[config.mk]
export PLATFORM = sky130hd
export DESIGN_NAME = bmp_mono_pixel_decoder_top
export DESIGN_NICKNAME = d
export VERILOG_FILES = /design/src/hdl/bmpd_pkg.sv /design/src/hdl/bmpd_front.sv /design/src/hdl/bmpd_queue.sv /design/src/hdl/bmpd_back.sv /design/src/hdl/bmp_mono_pixel_decoder_top.sv
export SDC_FILE = /design/constraint.sdc
export NUM_CORES = 1
export LEC_CHECK = 0
export ABC_AREA = 0
export BUFFER_PORTS_ARGS = -buffer_cell sky130_fd_sc_hd__buf_2
export CAP_MARGIN = 20
export CORE_UTILIZATION = 58
export CTS_BUF_LIST = sky130_fd_sc_hd__clkbuf_16
export DETAILED_ROUTE_END_ITERATION = 10
export MAX_ROUTING_LAYER = met4
export PLACE_DENSITY = 0.81
export SYNTH_ARGS = -nofsm -noshare
export SYNTH_HDL_FRONTEND = slang
export SYNTH_HIERARCHICAL = 1
export SYNTH_SLANG_ARGS = --single-unit
[constraint.sdc]
create_clock -name clock -period 7.2 [get_ports clock]
set_input_delay 0.72 -clock clock [delete_from_list [all_inputs] [get_ports clock]]
set_output_delay 0.72 -clock clock [all_outputs]
set_load 0.005 [all_outputs]
[src/hdl/bmpd_pkg.sv]
// Shared types, constants and the work item format of the 1 bpp bitmap decoder.
package bmpd_pkg;

   localparam int MAX_WIDTH  = 1024;
   localparam int MAX_HEIGHT = 1024;

   localparam logic [15:0] BMP_SIGNATURE = 16'h4D42;

   localparam int HDR_BYTES  = 30;
   localparam int SIG_POS    = 0;
   localparam int OFFSET_POS = 10;
   localparam int WIDTH_POS  = 18;
   localparam int HEIGHT_POS = 22;
   localparam int DEPTH_POS  = 28;

   localparam int QUEUE_DEPTH = 4;
   localparam int QPTR_W      = $clog2(QUEUE_DEPTH);

   typedef enum logic [1:0] {
      KIND_PIXEL   = 2'd0,
      KIND_BAD_SIG = 2'd1,
      KIND_TOO_BIG = 2'd2
   } kind_type;

   typedef enum logic [1:0] {
      PH_HEADER = 2'd0,
      PH_SKIP   = 2'd1,
      PH_PIXELS = 2'd2,
      PH_DONE   = 2'd3
   } phase_type;

   typedef struct packed {
      kind_type    kind;
      logic [7:0]  data;
      logic [9:0]  x_base;
      logic [10:0] y;
      logic [3:0]  count;
   } work_item_type;

endpackage

[src/hdl/bmpd_front.sv]
// Front end: parses the byte stream and turns each byte into at most one work item.
module bmpd_front import bmpd_pkg::*; (
   input  logic          clock,
   input  logic          reset,
   input  logic          accept,
   input  logic [7:0]    data_byte,
   input  logic          file_start,
   input  logic [9:0]    row_offset,
   output logic          item_valid,
   output work_item_type item
);

   phase_type   phase_ff, phase_in, phase_cur;
   logic [31:0] count_ff, count_in, idx;
   logic [12:0] rbi_ff, rbi_in, rbi_cur, rbi_next;
   logic [10:0] row_ff, row_in, row_cur;
   logic [15:0] sig_ff, sig_in;
   logic [31:0] offset_ff, offset_in;
   logic [31:0] width_ff, width_in;
   logic [31:0] height_ff, height_in;
   logic [15:0] depth_ff, depth_in;
   logic [1:0]  off_lane, wid_lane, hgt_lane;
   logic        hdr_end, sig_bad, too_big, no_image, hdr_ok;
   logic        in_pix, row_end;
   logic [31:0] row_words;
   logic [13:0] row_size;
   logic [15:0] base;
   logic [31:0] remaining;
   logic        has_pixels;

   assign phase_cur = file_start ? PH_HEADER : phase_ff;
   assign idx       = file_start ? 32'd0 : count_ff;
   assign rbi_cur   = file_start ? 13'd0 : rbi_ff;
   assign row_cur   = file_start ? 11'd0 : row_ff;
   assign count_in  = accept ? ((&idx) ? idx : idx + 32'd1) : count_ff;

   assign off_lane = 2'(idx - 32'(OFFSET_POS));
   assign wid_lane = 2'(idx - 32'(WIDTH_POS));
   assign hgt_lane = 2'(idx - 32'(HEIGHT_POS));

   always_comb begin
      sig_in    = sig_ff;
      offset_in = offset_ff;
      width_in  = width_ff;
      height_in = height_ff;
      depth_in  = depth_ff;
      if (accept && phase_cur == PH_HEADER) begin
         if (idx < 32'(SIG_POS + 2)) begin
            sig_in[8*idx[0] +: 8] = data_byte;
         end else if (idx >= 32'(OFFSET_POS) && idx < 32'(OFFSET_POS + 4)) begin
            offset_in[8*off_lane +: 8] = data_byte;
         end else if (idx >= 32'(WIDTH_POS) && idx < 32'(WIDTH_POS + 4)) begin
            width_in[8*wid_lane +: 8] = data_byte;
         end else if (idx >= 32'(HEIGHT_POS) && idx < 32'(HEIGHT_POS + 4)) begin
            height_in[8*hgt_lane +: 8] = data_byte;
         end else if (idx >= 32'(DEPTH_POS) && idx < 32'(DEPTH_POS + 2)) begin
            depth_in[8*idx[0] +: 8] = data_byte;
         end
      end
   end

   assign hdr_end  = phase_cur == PH_HEADER && idx == 32'(HDR_BYTES - 1);
   assign sig_bad  = sig_in != BMP_SIGNATURE;
   assign too_big  = (!width_in[31] && width_in > 32'(MAX_WIDTH)) ||
                     (!height_in[31] && height_in > 32'(MAX_HEIGHT));
   assign no_image = width_in[31] || height_in[31] || width_in == 32'd0 ||
                     height_in == 32'd0 || depth_in != 16'd1;
   assign hdr_ok   = !sig_bad && !too_big && !no_image;

   assign in_pix    = phase_cur == PH_PIXELS ||
                      (phase_cur == PH_SKIP && idx >= offset_ff);
   assign row_words = (width_ff + 32'd31) >> 5;
   assign row_size  = {row_words[11:0], 2'b00};
   assign rbi_next  = rbi_cur + 13'd1;
   assign row_end   = {1'b0, rbi_next} >= row_size;

   assign base       = {rbi_cur, 3'b000};
   assign remaining  = width_ff - {16'd0, base};
   assign has_pixels = {16'd0, base} < width_ff;

   always_comb begin
      phase_in = phase_ff;
      if (accept) begin
         case (phase_cur)
            PH_HEADER: begin
               phase_in = PH_HEADER;
               if (hdr_end) begin
                  phase_in = hdr_ok ? PH_SKIP : PH_DONE;
               end
            end
            PH_SKIP, PH_PIXELS: begin
               if (!in_pix) begin
                  phase_in = PH_SKIP;
               end else if (row_end && row_cur == 11'd0) begin
                  phase_in = PH_DONE;
               end else begin
                  phase_in = PH_PIXELS;
               end
            end
            default: phase_in = PH_DONE;
         endcase
      end
   end

   always_comb begin
      rbi_in      = rbi_ff;
      row_in      = row_ff;
      item_valid  = 1'b0;
      item.kind   = KIND_PIXEL;
      item.data   = data_byte;
      item.x_base = base[9:0];
      item.y      = {1'b0, row_offset} + row_cur;
      item.count  = (remaining >= 32'd8) ? 4'd8 : remaining[3:0];
      if (accept) begin
         rbi_in = rbi_cur;
         row_in = row_cur;
         if (hdr_end) begin
            if (hdr_ok) begin
               rbi_in = 13'd0;
               row_in = height_in[10:0] - 11'd1;
            end
            if (sig_bad || too_big) begin
               item_valid  = 1'b1;
               item.kind   = sig_bad ? KIND_BAD_SIG : KIND_TOO_BIG;
               item.data   = 8'd0;
               item.x_base = 10'd0;
               item.y      = 11'd0;
               item.count  = 4'd1;
            end
         end else if (in_pix) begin
            item_valid = has_pixels;
            rbi_in     = row_end ? 13'd0 : rbi_next;
            if (row_end && row_cur != 11'd0) begin
               row_in = row_cur - 11'd1;
            end
         end
      end
   end

   always_ff @(posedge clock) begin
      if (reset) begin
         phase_ff <= PH_HEADER;
         count_ff <= 32'd0;
         rbi_ff   <= 13'd0;
         row_ff   <= 11'd0;
      end else begin
         phase_ff <= phase_in;
         count_ff <= count_in;
         rbi_ff   <= rbi_in;
         row_ff   <= row_in;
      end
   end

   always_ff @(posedge clock) begin
      sig_ff    <= sig_in;
      offset_ff <= offset_in;
      width_ff  <= width_in;
      height_ff <= height_in;
      depth_ff  <= depth_in;
   end

endmodule

[src/hdl/bmpd_queue.sv]
// Short work item queue between the parser and the pixel expander.
module bmpd_queue import bmpd_pkg::*; (
   input  logic          clock,
   input  logic          reset,
   input  logic          wr_en,
   input  work_item_type wr_item,
   input  logic          rd_en,
   output logic          full,
   output logic          head_valid,
   output work_item_type head
);

   work_item_type     entry_ff [QUEUE_DEPTH];
   logic [QPTR_W-1:0] wr_ptr_ff, wr_ptr_in, rd_ptr_ff, rd_ptr_in;
   logic [QPTR_W:0]   fill_ff, fill_in;
   logic              do_wr, do_rd;

   assign full       = fill_ff == (QPTR_W + 1)'(QUEUE_DEPTH);
   assign head_valid = fill_ff != '0;
   assign head       = entry_ff[rd_ptr_ff];
   assign do_wr      = wr_en && !full;
   assign do_rd      = rd_en && head_valid;

   always_comb begin
      wr_ptr_in = wr_ptr_ff;
      rd_ptr_in = rd_ptr_ff;
      fill_in   = fill_ff;
      if (do_wr) begin
         wr_ptr_in = (wr_ptr_ff == QPTR_W'(QUEUE_DEPTH - 1)) ? '0 : wr_ptr_ff + 1'b1;
      end
      if (do_rd) begin
         rd_ptr_in = (rd_ptr_ff == QPTR_W'(QUEUE_DEPTH - 1)) ? '0 : rd_ptr_ff + 1'b1;
      end
      if (do_wr && !do_rd) begin
         fill_in = fill_ff + 1'b1;
      end else if (do_rd && !do_wr) begin
         fill_in = fill_ff - 1'b1;
      end
   end

   always_ff @(posedge clock) begin
      if (reset) begin
         wr_ptr_ff <= '0;
         rd_ptr_ff <= '0;
         fill_ff   <= '0;
      end else begin
         wr_ptr_ff <= wr_ptr_in;
         rd_ptr_ff <= rd_ptr_in;
         fill_ff   <= fill_in;
      end
   end

   always_ff @(posedge clock) begin
      if (do_wr) begin
         entry_ff[wr_ptr_ff] <= wr_item;
      end
   end

endmodule

[src/hdl/bmpd_back.sv]
// Back end: expands each work item into result transactions, one per cycle while out_pop is high.
module bmpd_back import bmpd_pkg::*; (
   input  logic          clock,
   input  logic          reset,
   input  logic          head_valid,
   input  work_item_type head,
   output logic          head_pop,
   input  logic          out_pop,
   output logic          out_valid,
   output logic [1:0]    out_kind,
   output logic [9:0]    out_x,
   output logic [10:0]   out_y,
   output logic          out_white,
   output logic          out_last
);

   logic [2:0]  k_ff, k_in;
   logic        valid_ff, valid_in;
   logic [1:0]  kind_ff;
   logic [9:0]  x_ff;
   logic [10:0] y_ff;
   logic        white_ff, last_ff;
   logic        load, last_bit;

   assign load     = head_valid && (!valid_ff || out_pop);
   assign last_bit = {1'b0, k_ff} == head.count - 4'd1;
   assign head_pop = load && last_bit;

   always_comb begin
      k_in     = k_ff;
      valid_in = valid_ff;
      if (load) begin
         valid_in = 1'b1;
         k_in     = last_bit ? 3'd0 : k_ff + 3'd1;
      end else if (out_pop) begin
         valid_in = 1'b0;
      end
   end

   always_ff @(posedge clock) begin
      if (reset) begin
         k_ff     <= 3'd0;
         valid_ff <= 1'b0;
      end else begin
         k_ff     <= k_in;
         valid_ff <= valid_in;
      end
   end

   always_ff @(posedge clock) begin
      if (load) begin
         kind_ff  <= head.kind;
         x_ff     <= head.x_base + {7'd0, k_ff};
         y_ff     <= head.y;
         white_ff <= head.data[3'd7 - k_ff];
         last_ff  <= last_bit;
      end
   end

   assign out_valid = valid_ff;
   assign out_kind  = kind_ff;
   assign out_x     = x_ff;
   assign out_y     = y_ff;
   assign out_white = white_ff;
   assign out_last  = last_ff;

endmodule

[src/hdl/bmp_mono_pixel_decoder_top.sv]
// Top level of the 1 bpp bitmap decoder: register port, parser, queue and pixel expander.
// The decoder takes one file byte per cycle while its four-entry work queue has room.
// Header, skipped and padding bytes yield no pixel transactions; a pixel data byte yields
// between one and eight pixel transactions, which the expander emits at one per cycle
// while the receiver keeps popping. Error transactions (bad signature, image too large)
// are single transactions with last set. The status bar height register lies at byte
// address 0.
module bmp_mono_pixel_decoder_top import bmpd_pkg::*; (
   input  logic        clock,
   input  logic        reset,
   input  logic        push,
   output logic        full,
   input  logic [7:0]  req_data_byte,
   input  logic        req_file_start,
   output logic        empty,
   input  logic        pop,
   output logic [1:0]  rsp_kind,
   output logic [9:0]  rsp_pixel_x,
   output logic [10:0] rsp_pixel_y,
   output logic        rsp_pixel_white,
   output logic        rsp_last,
   input  logic        psel,
   input  logic        penable,
   input  logic        pwrite,
   input  logic [2:0]  paddr,
   input  logic [31:0] pwdata,
   output logic [31:0] prdata,
   output logic        pready
);

   logic [9:0]    sbh_ff, sbh_in;
   logic          accept, item_valid, head_valid, head_pop, out_valid;
   work_item_type item, head;

   assign pready = 1'b1;
   assign prdata = (paddr[2] == 1'b0) ? {22'd0, sbh_ff} : 32'd0;
   assign sbh_in = (psel && penable && pwrite && paddr[2] == 1'b0) ? pwdata[9:0] : sbh_ff;

   always_ff @(posedge clock) begin
      if (reset) begin
         sbh_ff <= 10'd0;
      end else begin
         sbh_ff <= sbh_in;
      end
   end

   assign accept = push && !full;
   assign empty  = !out_valid;

   bmpd_front u_front (
      .clock      (clock),
      .reset      (reset),
      .accept     (accept),
      .data_byte  (req_data_byte),
      .file_start (req_file_start),
      .row_offset (sbh_ff),
      .item_valid (item_valid),
      .item       (item)
   );

   bmpd_queue u_queue (
      .clock      (clock),
      .reset      (reset),
      .wr_en      (item_valid),
      .wr_item    (item),
      .rd_en      (head_pop),
      .full       (full),
      .head_valid (head_valid),
      .head       (head)
   );

   bmpd_back u_back (
      .clock      (clock),
      .reset      (reset),
      .head_valid (head_valid),
      .head       (head),
      .head_pop   (head_pop),
      .out_pop    (pop),
      .out_valid  (out_valid),
      .out_kind   (rsp_kind),
      .out_x      (rsp_pixel_x),
      .out_y      (rsp_pixel_y),
      .out_white  (rsp_pixel_white),
      .out_last   (rsp_last)
   );

`ifndef SYNTH
   a_error_is_last: assert property (@(posedge clock) disable iff (reset)
      (!empty && rsp_kind != KIND_PIXEL) |-> rsp_last)
      else $error("error transaction without last");

   a_error_fields_zero: assert property (@(posedge clock) disable iff (reset)
      (!empty && rsp_kind != KIND_PIXEL) |->
      (rsp_pixel_x == 10'd0 && rsp_pixel_y == 11'd0 && !rsp_pixel_white))
      else $error("error transaction carries pixel fields");

   a_result_held: assert property (@(posedge clock) disable iff (reset)
      (!empty && !pop) |=> (!empty && $stable(rsp_pixel_x) && $stable(rsp_last)))
      else $error("waiting result changed before it was taken");

   a_reset_empty: assert property (@(posedge clock)
      reset |=> (empty && !full))
      else $error("queues not empty after reset");
`endif

endmodule

==> impl_metrics.tcl, run 1 <==
set metrics [dict create \
    grt_max_degree 54 \
    finClkSkew_ps 30.4 \
    cts.sinks 374 \
    crit_required_ps 7640 \
    syn_area_um2 19500 \
    setup-violations-final 0 \
    cp_num_buf_inv 4 \
    cts_tree "yes" \
    routed-via-count 14500 \
    fp-row-count 66 \
    drc 0 \
    drv_cap 0 \
    synth_edf_count 197 \
    vias_per_cell 6.13 \
    rsz0062_at_grt "no" \
    path_cells "or3b_1, clkinv_4, nor2b_4, nand2_1, o41ai_4, buf_4, nand4_1, mux2_2, nand4_1, a211oi_2, or2_2, a31oi_2, a31o_2, bufinv_8, nor2_2, ha_1, inv_1, fa_1, xor2_1, or3_1, a21oi_1" \
    relSlewSlack_pct 32.4 \
    io_pins 111 \
    worstSkewPairLatency_ps 530 \
    start_util_pct 59.3 \
    grt_pass1_vias 14200 \
    met1_usage_pct 36.6 \
    routabilityCongestion 0.940 \
    die_h_um 185 \
    globalRouteOverflowTotal 0 \
    dieArea_um2 34300 \
    arrival_ps 6310 \
    critPathMaxStageDelay_ps 590 \
    antenna_found_initial 0 \
    synth.area.top_cells "edfxtp_1 30%, dfxtp_1 18%, ha_1 5.8%, mux4_2 4.1%, nand2_1 3.7%" \
    use_met2_pct 48.4 \
    htreeDepth 2 \
    tightest_slew_ps 1010 \
    clockBufferDepth 3 \
    hold_buffers 0 \
    grt.busiest_layer "met2" \
    area_growth_syn_to_layout_pct 9.97 \
    cts_root_buffer "clkbuf_16" \
    drive_gt1_share_pct 13.8 \
    use_met3_pct 4.72 \
    synth.avg_cell_area_um2 10.6 \
    finalCriticalPeriod_ps 5870 \
    grt_use_total_pct 29.5 \
    slew_viol_final 0 \
    ys_ff_latch 374 \
    crit_top_cell "nand4_1" \
    hold_ws_ps 442 \
    cp_max_fo 14 \
    n_antenna_cell 0 \
    setup.worst_path.end_class "flop" \
    cts_resized 0 \
    dominantRegCellSynth "edfxtp_1" \
    pwr_density_cell_nw_per_um2 215 \
    critPathKind "flop to flop" \
    holdCritPathClass "input pin to flop" \
    numCtsBuffers 40 \
    wl_um 48100 \
    grt_pass1_wl_um 75500 \
    drt-initial-drc-count 1292 \
    post_cts_buffers 0 \
    die_x_um 185 \
    synth.distinct_cells 91 \
    period_share_pct 81.5 \
    clkTransAtPathRegs_ps 60 \
    ant_nets 0 \
    async_flop_share_pct 0 \
    ir_drop_mv 0.228 \
    clock.fmax_mhz 170 \
    crit_slowest_cell "nand4_1" \
    wl_per_cell_um 20.4 \
    setup_tns_ps 0 \
    yosysWarnings 6 \
    start_kind "flop" \
    synth_top_area_share_pct 30.4 \
    crit_family "simple AND/OR/NAND/NOR gates" \
    status "complete, no violations" \
    hold_viol 0 \
    core_area_um2 32800 \
    hpwlAfterDp_um 32800 \
    leakagePower_nw 8.52 \
    dr.pass1.iters 6 \
    yosysTopAreaCell "edfxtp_1" \
    reg2reg_setup_slack_ps 1330 \
    seq_area_frac_synth_pct 48.6 \
    synthCells 1841 \
    layout.nets 2033 \
    io_buffers 63 \
]
## cell families (layout without fill, tap and decap cells)
family	after synthesis	in the layout	share of synthesized area (%)
XOR/XNOR	87	87	3.92
buffers and inverters	222	278	5.19
other	3	26	0.0579
flip-flops	374	374	48.6
AO/OA/AOI/OAI	275	275	9.40
AND/OR/NAND/NOR	677	677	18.3
adder cells (fa/ha/maj)	94	94	6.20
multiplexers	109	109	8.30
## final timing paths
check	endpoint	cells after the start	startpoint
worst min register to register	u_front/row_ff[0]	2	u_front/row_ff[0]
worst max-delay path	u_queue/fill_ff[2]	21	u_queue/fill_ff[0]
worst min-delay path	sbh_ff[4]	3	pwdata[4]
worst max register to register	u_queue/fill_ff[2]	21	u_queue/fill_ff[0]
## synth_stat cells (32+ instances only)
master / n
o21ai_0: 93
nor3_1: 33
nand2b_1: 35
inv_1: 116
xnor2_1: 47
edfxtp_1: 197
clkbuf_1: 62
nor2_1: 119
ha_1: 90
mux4_2: 35
mux2_2: 43
a21oi_1: 52
xor2_1: 40
nand2_1: 190
nand3_1: 33
nand4_1: 39
dfxtp_1: 177
nor4_1: 32
nor2b_1: 68
## state kept, by name, indices dropped and copies added (netlist names), named ones only
| name | count |
|---|---|
| u_front/row_ff | 11 |
| u_front/offset_ff | 32 |
| u_queue/entry_ff | 140 |
| u_queue/rd_ptr_ff | 2 |
| u_back/out_y | 11 |
| u_queue/fill_ff | 3 |
| u_back/out_x | 10 |
| sbh_ff | 10 |
| u_queue/wr_ptr_ff | 2 |
| u_front/rbi_ff | 13 |
| u_front/sig_ff | 16 |
| u_back/out_white | 1 |
| u_front/depth_ff | 16 |
| u_front/count_ff | 32 |
| u_front/width_ff | 32 |
| u_back/out_valid | 1 |
| u_back/k_ff | 3 |
| u_front/phase_ff | 2 |
| u_front/height_ff | 32 |
| u_back/out_last | 1 |
| u_back/out_kind | 2 |
## stage by stage
step	instance area [µm²]	setup WS [ps]	instances	utilization (%)	power (mW)
final	21400	1330	2362	65.3	4.59
after global routing	21400	1070	2362	65.3	4.72
after CTS	21400	1400	2360	65.2	4.61
after detailed placement	20000	1060	2286	61.1	2.53
after global placement	20000	1130	2286	61.1	2.52
after floorplan	19500	618	1864	-	2.47
## worst register-to-register path: stages (launching register included)
cell	delay [ps]
dfxtp_1	470
or3b_1	340
clkinv_4	120
nor2b_4	240
nand2_1	160
o41ai_4	370
buf_4	220
nand4_1	600
mux2_2	530
nand4_1	190
a211oi_2	130
or2_2	290
a31oi_2	260
a31o_2	260
bufinv_8	220
nor2_2	140
ha_1	200
inv_1	60
fa_1	370
xor2_1	170
or3_1	300
a21oi_1	140
## cells in the final DEF (no fill, tap or decap), types with 29 or more instances in the layout
master     Yosys  routed
a21oi_1       52      52
mux4_2        35      35
mux2_2        43      43
nor2b_1       68      67
o21ai_0       93      93
nand2_1      190     190
clkbuf_16      0      41
nor3_1        33      33
xor2_1        40      40
buf_2          3      63
nand2b_1      35      35
xnor2_1       47      47
nand3_1       33      33
inv_1        116     122
nor4_1        32      32
nand4_1       39      39
edfxtp_1     197     197
ha_1          90      90
mux2i_1       29      29
nor2_1       119     119
dfxtp_1      177     176
## layout make-up
cell class              count  area (µm²)
clock buffers              41        1030
clock inverters            33         324
fillers                  2471       11400
inverters                 119         465
multi-input cells        1268        9090
flip-flops and latches    374        9460
well taps                 442         553
repair buffers             85         480
## report_power, final
| group | internal (mW) | switching [mW] |
|---|---|---|
| clock | 1.26 | 0.841 |
| sequential | 2.26 | 0.0198 |
| combinational | 0.0753 | 0.136 |
## per-layer routing
metal	vias to the layer above	wire, µm	part of all wire [%]
met1	7007	19900	41
li1	6713	-	-
met2	611	22800	47
met3	139	3590	7.5
met4	0	1830	3.8
met5	-	0	0
Power figures use the tool's default switching activity.
==> inputs of run 2 (changes only) <==
Settings changed: ABC_AREA 0 to 1, CORE_UTILIZATION 58 to 57, PLACE_DENSITY 0.81 to 0.83.
Clock period 7.2 ns to 5.09 ns, I/O delays scaled along.
==> impl_metrics.tcl, run 2 <==
set metrics [dict create \
    syn_area_um2 22600 \
    status "complete, no violations" \
    numCtsBuffers 41 \
    drv_cap 0 \
    routed-via-count 20900 \
    yosysWarnings 6 \
    ir_drop_mv 0.213 \
    synth_top_area_share_pct 26.2 \
    final_common_cell "nand2_1" \
    ant_nets 0 \
    ys_ff_latch 374 \
    dpl_worst_slack_ps 24.7 \
    finClkSkew_ps 26.2 \
    wl_per_cell_um 17.2 \
    antenna_found_initial 1 \
    setup.worst_path.end_class "flop" \
    hpwlAfterDp_um 46100 \
    grt_pass1_wl_um 101000 \
    start_util_pct 58.1 \
    yosysTopAreaCell "edfxtp_1" \
    drt-initial-drc-count 2154 \
    synth.most_common_cell "nand2_1" \
    synth.avg_cell_area_um2 7.30 \
    drc 0 \
    dp_cells 3646 \
    holdCritPathClass "input pin to flop" \
    synth_edf_count 197 \
    area_growth_syn_to_layout_pct 10.5 \
    switching_share_pct 28.6 \
    routabilityCongestion 1.00 \
    setup_ws_ps 352 \
    synth.distinct_cells 54 \
    tightest_slew_ps 1090 \
    clkPwrFrac_pct 38.3 \
    grt_max_degree 109 \
    cp_max_fo 13 \
    vias_per_cell 5.62 \
    async_flop_share_pct 0 \
    p_int_mw 5.37 \
    die_x_um 201 \
    core_area_um2 38800 \
    clkTransAtPathRegs_ps 60 \
    cts.sinks 374 \
    yosys-top-cells-count "668 x nand2_1, 486 x inv_1, 464 x nor2_1" \
    final_core_util_pct 64.2 \
    crit_required_ps 5550 \
    seq_area_frac_synth_pct 41.9 \
    globalRouteOverflowTotal 0 \
    p_comb_share_pct 16.0 \
    hold_viol 0 \
    p_switching_mw 2.15 \
    crit-reg2reg-capture "u_queue/fill_ff[2]" \
    pwr-share-seq_pct 45.7 \
    wl_um 64200 \
    relSlewSlack_pct 26.3 \
    worstSkewPairLatency_ps 580 \
    finalCriticalPeriod_ps 4740 \
    dominantRegCellSynth "edfxtp_1" \
    period_share_pct 93.1 \
    pwr_density_cell_nw_per_um2 301 \
    slew_viol_final 0 \
    crit_top_cell "nand2_1" \
    io_buffers 63 \
    setup-violations-final 0 \
    leakagePower_nw 11.3 \
    rsz0062_at_grt "no" \
    hold_ws_ps 239 \
    layout.nets 3319 \
    clock.fmax_mhz 211 \
    r2r_cells 36 \
    min-delay-start "pop" \
    synthCells 3090 \
    grt_pass1_vias 19800 \
    p_total_mw 7.51 \
    die_h_um 201 \
    htreeDepth 2 \
    stdcell_count 3725 \
    dr.pass1.iters 6 \
    cts_root_buffer "clkbuf_16" \
    holdPathEnd "u_back/out_valid" \
    synth.area.top_cells "edfxtp_1 26%, dfxtp_1 16%, nand2_1 11%, inv_1 8.1%, nor2_1 7.7%" \
    critPathMaxStageDelay_ps 390 \
    io_pins 111 \
    regToRegStartpoint "u_front/count_ff[1]" \
    final_cell_mix "668 x nand2_1, 491 x inv_1, 458 x nor2_1" \
    clockBufferDepth 3 \
    largest_register_ffs 140 \
    drive_gt1_share_pct 8.80 \
    regMostFlops "u_queue/entry_ff" \
    grt_use_total_pct 32.2 \
    reg2reg_setup_slack_ps 350 \
    arrival_ps 5200 \
    start_kind "flop" \
    dieArea_um2 40400 \
    critPathKind "flop to flop" \
    cts_tree "yes" \
    hold_path_depth 4 \
    fp-row-count 72 \
    crit_slowest_cell "fa_1" \
]
==> run 2: power groups by stage <==
stage                     Clock [mW]  Sequential, mW  Combinational [mW]
after floorplan                    0            3.47               0.870
after global placement             0            3.49                1.10
after detailed placement           0            3.50                1.15
after CTS                       2.90            3.43                1.16
after global routing            3.01            3.45                1.35
final                           2.88            3.44                1.20
==> run 2: cell families (layout without fill, tap and decap cells) <==
logic type | Yosys count | count (layout) | synth area share (%)
simple gates | 1496 | 1496 | 28.6
buf+inv | 621 | 714 | 11.4
compound gates | 449 | 449 | 10.7
flops | 374 | 374 | 41.9
fa+ha+maj | 94 | 94 | 5.35
xor+xnor | 53 | 53 | 2.06
other cells | 3 | 27 | 0.0499
==> run 2: how the worst max path moves through the flow <==
stage,from,end,slack (ps),cells past startpoint
CTS,u_queue/fill_ff[0],u_queue/fill_ff[1],210,27
finish,u_front/count_ff[1],u_queue/fill_ff[2],350,36
floorplan,req_file_start,u_queue/entry_ff[0][0],-190,28
global placement,req_file_start,u_queue/fill_ff[2],120,37
global route,u_front/count_ff[1],u_queue/fill_ff[2],2,36
detailed placement,req_file_start,u_queue/fill_ff[2],20,38
==> run 2: what timing repair did <==
| item | 4_1_cts | 5_1_grt |
|---|---|---|
| hold buffers | 0 | 0 |
| setup endpoints to repair | 0 | 2 |
| gates resized for setup | 0 | 8 |
| buffers inserted | 0 | 2 |
==> run 2: through the flow <==
step / setup TNS, ps / cell area, µm²
floorplan: -27210 / 22700
global placement: 0 / 23600
detailed placement: 0 / 23600
CTS: 0 / 24900
global route: 0 / 24900
finish: 0 / 24900
==> run 2: layout make-up <==
cell class	count	area [µm²]
well taps	518	648
clock buffers	41	1030
diodes	1	2.50
repair buffers	137	971
fillers	3269	13900
inverters	502	1890
clock inverters	34	256
multi-input cells	2118	10700
flip-flops and latches	374	9460
==> run 2: layer usage <==
layer | wire length [µm] | track usage, %
met3 | 5180 | 3.93
met2 | 30600 | 53.3
met5 | 0 | -
met4 | 2880 | 14.9
met1 | 25500 | 39.2
==> run 2: critical path, delay by kind of cell, from the launching register on <==
family | cells | cell delay (ps)
flip-flops | 1 | 350
adder cells (fa/ha/maj) | 3 | 930
AND/OR/NAND/NOR | 23 | 2240
buffers and inverters | 8 | 740
AO/OA/AOI/OAI | 2 | 350
